==> src/hw/rtl/pinball_io_write_decoder_core_defines.svh <==
// Assertion macros shared by the pinball output-board decoder RTL.
`ifndef PINBALL_IO_WRITE_DECODER_CORE_DEFINES_SVH
`define PINBALL_IO_WRITE_DECODER_CORE_DEFINES_SVH

`ifndef ASSERT_OFF

`define ASSERT_CLK(lbl, prop) \
    lbl: assert property (@(posedge i_clk) disable iff (!i_rst_n) prop) \
        else $error("pinball decoder assertion failed");

`define ASSERT_NEXT(lbl, pre, post) \
    lbl: assert property (@(posedge i_clk) disable iff (!i_rst_n) (pre) |=> (post)) \
        else $error("pinball decoder sequence assertion failed");

`else

`define ASSERT_CLK(lbl, prop)

`define ASSERT_NEXT(lbl, pre, post)

`endif

`endif

==> src/hw/rtl/pbwd_pkg.sv <==
// Package with payload types, address map and lookup functions of the pinball output decoder.
package pbwd_pkg;

    typedef struct packed {
        logic        op;
        logic [15:0] address;
        logic [7:0]  data;
    } t_in_item;

    typedef struct packed {
        logic [31:0] solenoid_word;
        logic        lamp_valid;
        logic [3:0]  lamp_index;
        logic [7:0]  lamp_data;
        logic        segment_valid;
        logic [5:0]  segment_index;
        logic [7:0]  segment_value;
        logic [7:0]  switch_column;
        logic        bank_flag;
    } t_out_item;

    localparam logic OP_WRITE = 1'b0;
    localparam logic OP_TICK  = 1'b1;

    localparam logic VARIANT_FIRST  = 1'b0;
    localparam logic VARIANT_SECOND = 1'b1;

    localparam logic [15:0] ADDR_SOL_HIGH   = 16'h9000;
    localparam logic [15:0] ADDR_DISP_COL   = 16'h9002;
    localparam logic [15:0] ADDR_SWITCH_COL = 16'h9003;
    localparam logic [15:0] ADDR_SOL_16     = 16'h9006;
    localparam logic [15:0] ADDR_SOL_17     = 16'h9007;
    localparam logic [15:0] ADDR_SOL_BASE   = 16'hA008;
    localparam logic [15:0] ADDR_LAMP_BASE  = 16'hA010;
    localparam logic [15:0] ADDR_DISP_DATA  = 16'hA018;

    localparam logic [31:0] SOL_HIGH_KEEP  = 32'h000B_FFFF;
    localparam logic [31:0] SOL_16_KEEP    = 32'hFFFE_FFFF;
    localparam logic [31:0] SOL_17_KEEP    = 32'hFFFD_FFFF;
    localparam logic [31:0] SOL_LANE_MASK  = 32'h0100_0101;
    localparam logic [7:0]  SEG_DATA_MASK  = 8'h7F;
    localparam logic [5:0]  DISP_COUNT_MAX = 6'd63;
    localparam logic [5:0]  DISP_COUNT_END = 6'd47;

    function automatic logic [4:0] bit_pos_sum(input logic [7:0] x);
        logic [4:0] sum;
        sum = 5'd0;
        for (int i = 0; i < 8; i++) begin
            if (x[3'(i)]) begin
                sum = sum + 5'(i);
            end
        end
        return sum;
    endfunction

    function automatic logic [2:0] col_lookup(input logic [4:0] n);
        logic [2:0] col;
        case (n)
            5'd1:    col = 3'd5;
            5'd2:    col = 3'd4;
            5'd3:    col = 3'd3;
            5'd4:    col = 3'd0;
            5'd5:    col = 3'd6;
            5'd6:    col = 3'd1;
            5'd7:    col = 3'd2;
            default: col = 3'd0;
        endcase
        return col;
    endfunction

    function automatic logic [31:0] lamp_keep(input logic [2:0] k);
        logic [31:0] keep;
        case (k)
            3'd0:    keep = 32'h000F_FEFE;
            3'd1:    keep = 32'h000F_FDFD;
            3'd2:    keep = 32'h000F_FBFB;
            3'd3:    keep = 32'h000F_F7F7;
            3'd4:    keep = 32'h000F_EFFF;
            3'd5:    keep = 32'h000F_DFFF;
            3'd6:    keep = 32'h000F_BFFF;
            default: keep = 32'h000F_7F7F;
        endcase
        return keep;
    endfunction

    function automatic logic [5:0] seg_base(input logic variant, input logic [2:0] slot);
        logic [5:0] base;
        case (slot)
            3'd0:    base = (variant == VARIANT_SECOND) ? 6'd6  : 6'd20;
            3'd1:    base = (variant == VARIANT_SECOND) ? 6'd13 : 6'd27;
            3'd2:    base = (variant == VARIANT_SECOND) ? 6'd20 : 6'd6;
            3'd3:    base = (variant == VARIANT_SECOND) ? 6'd27 : 6'd13;
            3'd4:    base = 6'd34;
            3'd5:    base = 6'd41;
            default: base = 6'd0;
        endcase
        return base;
    endfunction

    function automatic logic [7:0] permute_bits(input logic [7:0] x);
        return {x[0], x[6], x[2], x[1], x[4], x[5], x[7], x[3]};
    endfunction

endpackage

==> src/hw/rtl/pinball_io_write_decoder_core.sv <==
// Top level of the pinball output-board write decoder.
// Each accepted transfer is either a bus write or a zero-cross tick and yields exactly one
// result transfer with the solenoid word, the selected switch column, the lamp bank flag
// and, where the write causes them, one lamp column write or one display digit write.
// An item is captured in an input register and decoded into a result register, so one item
// is taken every cycle while the output does not stall; an output stall backs up into
// the input register and then into the input stall. The board wiring register is written
// through the configuration channel, which is always ready and must only be used while idle.
`include "pinball_io_write_decoder_core_defines.svh"

module pinball_io_write_decoder_core
    import pbwd_pkg::*;
(
    input  logic      i_clk,
    input  logic      i_rst_n,
    input  logic      i_cfg_valid,
    output logic      o_cfg_ready,
    input  logic      i_cfg_data,
    input  logic      i_in_valid,
    output logic      o_in_stall,
    input  t_in_item  i_in,
    output logic      o_out_valid,
    input  logic      i_out_stall,
    output t_out_item o_out
);

    logic        r_variant;
    logic        r_in_valid;
    t_in_item    r_in;
    logic        r_out_valid;
    t_out_item   r_out;

    logic        r_phase;
    logic        r_bank;
    logic [2:0]  r_dcol;
    logic [5:0]  r_dcnt;
    logic [7:0]  r_sel;
    logic [31:0] r_sol;

    logic        n_phase;
    logic        n_bank;
    logic [2:0]  n_dcol;
    logic [5:0]  n_dcnt;
    logic [7:0]  n_sel;
    logic [31:0] n_sol;
    t_out_item   n_out;

    logic        advance;
    logic [2:0]  k;
    logic [4:0]  pos_sum;
    logic [5:0]  base;
    logic [31:0] lamp_bits;

    assign advance     = r_in_valid && (!r_out_valid || !i_out_stall);
    assign o_in_stall  = r_in_valid && !advance;
    assign o_cfg_ready = 1'b1;
    assign o_out_valid = r_out_valid;
    assign o_out       = r_out;

    assign k       = r_in.address[2:0];
    assign pos_sum = bit_pos_sum(r_in.data);
    assign base    = seg_base(r_variant, r_dcnt[5:3]);

    always_comb begin
        n_phase   = r_phase;
        n_bank    = r_bank;
        n_dcol    = r_dcol;
        n_dcnt    = r_dcnt;
        n_sel     = r_sel;
        n_sol     = r_sol;
        lamp_bits = 32'd0;
        n_out     = '0;

        if (r_in.op == OP_TICK) begin
            if (r_phase) begin
                n_bank = !r_bank;
            end
            n_phase = !r_phase;
        end else if (r_in.address[15:3] == ADDR_SOL_BASE[15:3]) begin
            if (r_variant == VARIANT_FIRST) begin
                if (pos_sum >= 5'd1 && pos_sum <= 5'd7) begin
                    n_dcol = col_lookup(pos_sum);
                end
                n_dcnt = 6'd0;
            end else begin
                n_sol = (r_sol & ~(SOL_LANE_MASK << k))
                      | (32'(r_in.data[0]) << k)
                      | ((32'(r_in.data[1]) << 8) << k)
                      | ((32'(r_in.data[3]) << 24) << k);
            end
        end else if (r_in.address[15:3] == ADDR_LAMP_BASE[15:3]) begin
            n_out.lamp_valid = 1'b1;
            n_out.lamp_index = {!r_bank, k};
            n_out.lamp_data  = r_in.data;
            if (r_variant == VARIANT_FIRST) begin
                lamp_bits = (32'(r_in.data[5]) << 8) << k;
                if (k <= 3'd3 || k == 3'd7) begin
                    lamp_bits = lamp_bits | (32'(r_in.data[3]) << k);
                end
                n_sol = (r_sol & lamp_keep(k)) | lamp_bits;
            end
        end else begin
            unique case (r_in.address)
                ADDR_SOL_HIGH: begin
                    if (r_variant == VARIANT_FIRST) begin
                        n_sol = (r_sol & SOL_HIGH_KEEP) | (32'(r_in.data[0]) << 18);
                    end
                end
                ADDR_DISP_COL: begin
                    n_dcol = {r_in.data[0], r_in.data[7:6]};
                    n_dcnt = 6'd0;
                end
                ADDR_SWITCH_COL: begin
                    n_sel = r_in.data;
                end
                ADDR_SOL_16: begin
                    n_sol = (r_sol & SOL_16_KEEP) | (32'(r_in.data[0]) << 16);
                end
                ADDR_SOL_17: begin
                    n_sol = (r_sol & SOL_17_KEEP) | (32'(r_in.data[0]) << 17);
                end
                ADDR_DISP_DATA: begin
                    if (r_dcnt[2:0] == 3'd7 && r_dcnt <= DISP_COUNT_END
                            && base >= {3'd0, r_dcol}) begin
                        n_out.segment_valid = 1'b1;
                        n_out.segment_index = base - {3'd0, r_dcol};
                        n_out.segment_value = (r_variant == VARIANT_SECOND)
                                            ? (r_in.data & SEG_DATA_MASK)
                                            : permute_bits(~r_in.data);
                    end
                    if (r_dcnt != DISP_COUNT_MAX) begin
                        n_dcnt = r_dcnt + 6'd1;
                    end
                end
                default: begin
                end
            endcase
        end

        n_out.solenoid_word = n_sol;
        n_out.switch_column = n_sel;
        n_out.bank_flag     = n_bank;
    end

    always_ff @(posedge i_clk) begin
        if (!i_rst_n) begin
            r_variant   <= VARIANT_FIRST;
            r_in_valid  <= 1'b0;
            r_out_valid <= 1'b0;
            r_phase     <= 1'b0;
            r_bank      <= 1'b0;
            r_dcol      <= 3'd0;
            r_dcnt      <= 6'd0;
            r_sel       <= 8'd0;
            r_sol       <= 32'd0;
        end else begin
            if (i_cfg_valid && o_cfg_ready) begin
                r_variant <= i_cfg_data;
            end
            if (!o_in_stall) begin
                r_in_valid <= i_in_valid;
            end
            if (advance) begin
                r_out_valid <= 1'b1;
                r_phase     <= n_phase;
                r_bank      <= n_bank;
                r_dcol      <= n_dcol;
                r_dcnt      <= n_dcnt;
                r_sel       <= n_sel;
                r_sol       <= n_sol;
            end else if (!i_out_stall) begin
                r_out_valid <= 1'b0;
            end
        end
    end

    always_ff @(posedge i_clk) begin
        if (i_in_valid && !o_in_stall) begin
            r_in <= i_in;
        end
        if (advance) begin
            r_out <= n_out;
        end
    end

    `ASSERT_CLK(a_one_write_kind, r_out_valid |-> !(r_out.lamp_valid && r_out.segment_valid))
    `ASSERT_CLK(a_digit_range, (r_out_valid && r_out.segment_valid) |-> (r_out.segment_index <= 6'd41))
    `ASSERT_NEXT(a_tick_phase, advance && (r_in.op == OP_TICK), r_phase != $past(r_phase))
    `ASSERT_NEXT(a_held_item, r_in_valid && !advance, r_in_valid && $stable(r_in))

endmodule

==> config.mk <==
export PLATFORM = sky130hd
export DESIGN_NAME = pinball_io_write_decoder_core
export DESIGN_NICKNAME = d
export VERILOG_FILES = /design/src/hw/rtl/pbwd_pkg.sv /design/src/hw/rtl/pinball_io_write_decoder_core.sv
export VERILOG_INCLUDE_DIRS = /design/src /design/src/hw/rtl
export SDC_FILE = /design/constraint.sdc
export NUM_CORES = 1
export LEC_CHECK = 0
export BUFFER_PORTS_ARGS = -buffer_cell sky130_fd_sc_hd__buf_2
export CAP_MARGIN = 20
export CORE_MARGIN = 5
export CORE_UTILIZATION = 62
export CTS_CLUSTER_SIZE = 24
export DETAILED_ROUTE_END_ITERATION = 12
export GPL_TIMING_DRIVEN = 1
export PLACE_DENSITY_LB_ADDON = 0.12
export SLEW_MARGIN = 25
export SYNTH_ARGS = -nofsm -noshare
export SYNTH_HDL_FRONTEND = slang
export SYNTH_SLANG_ARGS = --single-unit
==> constraint.sdc <==
create_clock -name i_clk -period 6.6 [get_ports i_clk]
set_clock_uncertainty 0.1 [all_clocks]
set_input_delay 1.32 -clock i_clk [delete_from_list [all_inputs] [get_ports i_clk]]
set_output_delay 1.32 -clock i_clk [all_outputs]
set_load 0.03 [all_outputs]
==> reports/summary.txt, run 1 <==
Critical Path AT - 3610 ps
Min-Delay Startpoint - r_sol[19]$_SDFFE_PN0P_
TNS Setup - 0 ps
critical path required time - 6850 ps
fin crit period - 3360 ps
clk_lat worst skew - 430 ps
fillers - 834
CTS Hold Bufs - 0
cell taking the most area after synthesis - edfxtp_1
Starting DRT DRC Count - 713
worst r2r src - k[2]$_DFFE_PP_
hpwl dp - 12.3 mm
syn_area_per_cell - 10.6 µm²
RSZ-0062 raised after global routing - false
I/O pin cnt - 103
die height - 117 µm
actual slew at the worst max-slew pin - 931 ps
total power - 2.17 mW
static leakage - 2.94 nW
Clock Sinks - 148
Yosys cell types - 77
CP Cell Sequence - buf_2, a21bo_2, nor2_1, o21ai_1, or4_1, a21oi_1
Achievable Freq - 298 MHz
vias in the first global route - 5466
WL/cell - 20.5 µm
Setup Fix Bufs, Post-CTS - 0
Root Buffer - clkbuf_16
largest net degree at the start of global routing - 54
CP startpoint kind - input pin
most frequent cell after synthesis - edfxtp_1
Initial Util - 62.4%
GP Congestion - 0.914
DRT antenna net count - 0
Slew Viols, Final - 0
CP Class - in2reg
Die ar. - 13600 µm²
Pwr Density - 265 nW/µm²
register area share after synthesis - 55.2%
family with the most delay on the worst path - simple AND/OR/NAND/NOR gates
cts bufs inserted - 17
ys async rst share - 0%
final hold vios - 0
post-synthesis register bit count - 148
most frequent cells after synthesis - 94 x edfxtp_1, 70 x nor2_1, 54 x dfxtp_1
Via density - 6.43
Setup Viol. Count Final - 0
cell area after layout - 8180 µm²
PortBufs - 101
Via Count - 5784
Final Worst Setup Slack - 3240 ps
worst rel slew slack - 37.9%
Core Area - 11300 µm²
main flop type after synthesis - edfxtp_1
max cap viols - 0
WP buf/inv - 1
crit path launch - i_out_stall
first-pass GRT wire length - 28.7 mm
Post-Route WL - 18.4 mm
GRT Util Overall - 27.5%
CTS tree - done
top cell type's share of synthesized area - 39.9%
fin cells - 899
Synth area leaders - edfxtp_1 40%, dfxtp_1 15%, nor2_1 3.7%
Mapped Area - 7070 µm²
worst hold path class - reg2reg
TritonRoute pass-1 iters - 5
CP max stage delay - 700 ps
Final Cycle Share - 50.9%
Place WS - 2920 ps
status - completed
clk slew on worst S/H paths - 60 ps
# nets final - 781
Max Buffers Root-to-Sink - 2
gr ovfl total - 0
Post-synth EDFFs - 94
layout cells sized above 1 - 22.2%
Max IR drop VDD - 0.205 mV
antenna violations before repair - 0
post_cts resized - 0
Inst Count DP - 867
Residual DRC - 0
Ys Warns - 0
Gate Count Post-Synth - 666
FF/Latch Area - 3900 µm²
# H-tree levels - 4
critical path peak fanout - 15
syn nets - 704
Crit-path slowest cell - nor2_1
P&R area growth vs syn - 15.7%
CP Capture Type - flip-flop
n_diodes - 0
placed cell area - 7600 µm²
row count - 39
Multi-input gate area - 2920 µm²
Die Wd - 117 µm
## state kept, by name, summed over array words and instances, names as in the netlist, 3 cells and up
signal / count
k: 3
o_out: 69
r_dcnt: 6
r_dcol: 3
r_in: 22
r_sel: 8
r_sol: 32
## cell families after synthesis
group,count (synthesis),share of synthesized area (%)
XOR/XNOR,9,1.11
AO/OA/AOI/OAI,155,14.8
adder cells (fa/ha/maj),7,1.35
buffers and inverters,64,3.66
AND/OR/NAND/NOR,256,19.9
flip-flops,148,55.2
multiplexers,26,3.86
other,1,0.0530
## stage by stage
stage / util [%] / hold slack [ps]
detailed placement: 67.1 / 310
CTS: 72.2 / 335
floorplan: - / 321
global route: 72.2 / 357
global placement: 67.0 / 314
finish: 72.2 / 332
## final cells by class
class                   instances  share of cell area [%]
clock buffers                  17                    5.20
inverters                      18                   0.826
well taps                     143                    2.19
multi-input cells             454                    35.7
clock inverters                15                    1.88
repair buffers                104                    6.46
flip-flops and latches        148                    47.7
## layout by cell type, fill, tap and decap left out, types with 10 or more instances in the layout
cell       count
a21oi_1       30
and2_1        19
buf_2        101
clkbuf_16     17
dfxtp_1       54
edfxtp_1      94
inv_1         17
mux2_2        10
mux2i_1       16
nand2_1       41
nand2b_1      13
nand3_1       32
nor2_1        70
nor2b_1       10
nor3_1        11
o21ai_0       29
o21ai_1       14
o31ai_1       19
## per-layer routing
metal | up-vias | GRT usage (%) | part of all wire [%]
li1 | 2650 | - | -
met1 | 2755 | 37.6 | 41
met2 | 338 | 43.3 | 47
met3 | 41 | 5.30 | 9.3
met4 | 0 | 11.3 | 2.8
met5 | - | 0 | 0
## final timing paths
check / cells after the start / slack (ps) / to
max: 6 / 3240 / r_dcnt[4]$_SDFFE_PN0P_
min: 0 / 330 / o_out[56]$_DFFE_PP_
max reg2reg: 5 / 3320 / o_out[16]$_SDFFCE_PP0P_
min reg2reg: 0 / 330 / o_out[56]$_DFFE_PP_
## report_power, final
part | switching [mW] | internal [mW]
registers | 0.0279 | 1.02
clock network | 0.395 | 0.557
logic | 0.123 | 0.0444
(Power assumes the default switching activity.)
==> inputs of run 2 (changes only) <==
ABC_AREA = 1   (was not set)
CORE_UTILIZATION = 52   (was 62)
clock period = 2.84 ns   (was 6.6 ns; I/O delays follow)
==> reports/summary.txt, run 2 <==
Starting DRT DRC Count - 571
row count - 43
clk slew on worst S/H paths - 60 ps
CTS tree - done
placed cell area - 7910 µm²
vias in the first global route - 5595
cell area after layout - 8530 µm²
Final Cycle Share - 90.1%
Min-Delay Startpoint - i_in[13]
max cap viols - 0
Max Buffers Root-to-Sink - 2
Inst Count DP - 1153
Ys Warns - 0
worst hold path class - in2reg
TNS Setup - 0 ps
Final Worst Setup Slack - 283 ps
Place WS - 113 ps
first-pass GRT wire length - 27.9 mm
n_diodes - 0
fraction of the mapped netlist area in adder cells - 1.32%
simple-gate area share of the yosys netlist - 27.5%
crit path launch - r_dcnt[5]$_SDFFE_PN0P_
Residual DRC - 0
Max IR drop VDD - 0.423 mV
die height - 128 µm
Die ar. - 16400 µm²
I/O pin cnt - 103
ys async rst share - 0%
Gate Count Post-Synth - 892
# H-tree levels - 4
critical path peak fanout - 15
gr ovfl total - 0
CP max stage delay - 470 ps
Yosys cell types - 34
Crit-path slowest cell - fa_1
Via Count - 6090
clk_lat worst skew - 430 ps
Critical Path AT - 2620 ps
status - completed
critical path required time - 2910 ps
TritonRoute pass-1 iters - 5
Synth area leaders - edfxtp_1 39%, dfxtp_1 15%, nand2_1 11%
most frequent cell after synthesis - nand2_1
CP Capture Type - flip-flop
Via density - 5.14
syn_area_per_cell - 8.10 µm²
most common cell after layout, fill and taps aside - nand2_1
Compound-Gate Fraction of Synth Area - 7.34%
final hold vios - 0
Pwr Density - 627 nW/µm²
worst rel slew slack - 42.8%
fin crit period - 2560 ps
mux share of post-synthesis cell area - 0%
Setup Viol. Count Final - 0
antenna violations before repair - 0
top cell type's share of synthesized area - 39.1%
GRT Util Overall - 21.7%
CP Cell Sequence - nor2_1, xor2_1, o21ai_0, fa_1, a21oi_1, nand2_1, a31oi_1, a21oi_1, nand2_4, nor2_1
most frequent cells after synthesis - 219 x nand2_1, 135 x nor2_1, 117 x inv_1
max reg flops - 69
fin cells - 1185
Setup Fix Bufs, Post-CTS - 0
commonest non-fill, non-tap cells in the layout - 219 x nand2_1, 135 x nor2_1, 117 x inv_1
layout cells sized above 1 - 16.7%
Post-Route WL - 17.3 mm
worst r2r src - r_dcnt[5]$_SDFFE_PN0P_
Mapped Area - 7220 µm²
post-synthesis register bit count - 148
WHS - 213 ps
# nets final - 1030
Slew Viols, Final - 0
Post-synth EDFFs - 94
syn nets - 930
cell taking the most area after synthesis - edfxtp_1
DRT antenna net count - 0
Core Area - 13800 µm²
static leakage - 3.98 nW
Synth Area in XOR/XNOR - 1.09%
CP startpoint kind - flip-flop
Die Wd - 128 µm
Clock Sinks - 148
Root Buffer - clkbuf_16
GP Congestion - 0.897
largest family of logic cells by synthesized area - simple AND/OR/NAND/NOR gates
final core occ - 61.9%
total power - 5.35 mW
CTS Hold Bufs - 0
Achievable Freq - 391 MHz
post_cts resized - 0
P&R area growth vs syn - 18.0%
WL/cell - 14.6 µm
cts bufs inserted - 17
hpwl dp - 12.1 mm
CP Class - reg2reg
register area share after synthesis - 54.0%
PortBufs - 101
largest net degree at the start of global routing - 90
main flop type after synthesis - edfxtp_1
RSZ-0062 raised after global routing - false
fillers - 1256
Initial Util - 52.5%
actual slew at the worst max-slew pin - 853 ps
==> run 2: changes by cell type after synthesis, moves of 16 or more <==
| cell | previous run | this run |
|---|---|---|
| mux2i_1 | 16 | 0 |
| and2_1 | 19 | 0 |
| nor2_1 | 70 | 135 |
| inv_1 | 18 | 117 |
| o31ai_1 | 19 | 0 |
| o21ai_0 | 29 | 46 |
| clkbuf_1 | 32 | 15 |
| nand2_1 | 41 | 219 |
| nand3_1 | 32 | 79 |
==> run 2: final timing paths <==
check | endpoint | slack (ps) | cells after the start
setup / recovery | o_out[17]$_SDFFCE_PP0P_ | 280 | 10
hold reg to reg | r_sol[19]$_SDFFE_PN0P_ | 330 | 2
hold / removal | r_in[13]$_DFFE_PP_ | 210 | 1
setup reg to reg | o_out[17]$_SDFFCE_PP0P_ | 280 | 10
==> run 2: worst max-delay path, delay by kind of cell, from the launching register on <==
| kind | cells | cell delay (ps) |
|---|---|---|
| AO/OA/AOI/OAI | 4 | 680 |
| flip-flops | 1 | 340 |
| XOR/XNOR | 1 | 190 |
| adder cells (fa/ha/maj) | 1 | 470 |
| AND/OR/NAND/NOR | 4 | 500 |
==> run 2: kinds of logic after synthesis <==
| logic type | Yosys count |
|---|---|
| other | 1 |
| flip-flops | 148 |
| AND/OR/NAND/NOR | 467 |
| buffers and inverters | 157 |
| XOR/XNOR | 9 |
| adder cells (fa/ha/maj) | 7 |
| AO/OA/AOI/OAI | 103 |
==> run 2: where the power goes <==
group          internal [mW]  switching (mW)
logic                  0.152           0.373
clock network           1.49           0.864
registers               2.41          0.0635
total                   4.05            1.30
==> run 2: metal layers <==
layer  GRT usage [%]  routed length (µm)  up-vias
li1                -                   -     3076
met1            29.4                7610     2778
met2            34.6                8220      212
met3            4.63                1110       24
met4            7.93                 317        0
met5               0                   0        -
==> run 2: layout make-up <==
type                            count  area, µm²  area share (%)
Clock buffer                       25        497            5.83
Clock inverter                      7        119            1.39
Inverter                          124        468            5.49
Multi-Input combinational cell    587       2700            31.6
Sequential cell                   148       3910            45.8
Tap cell                          180        225            2.64
Timing Repair Buffer              114        616            7.22
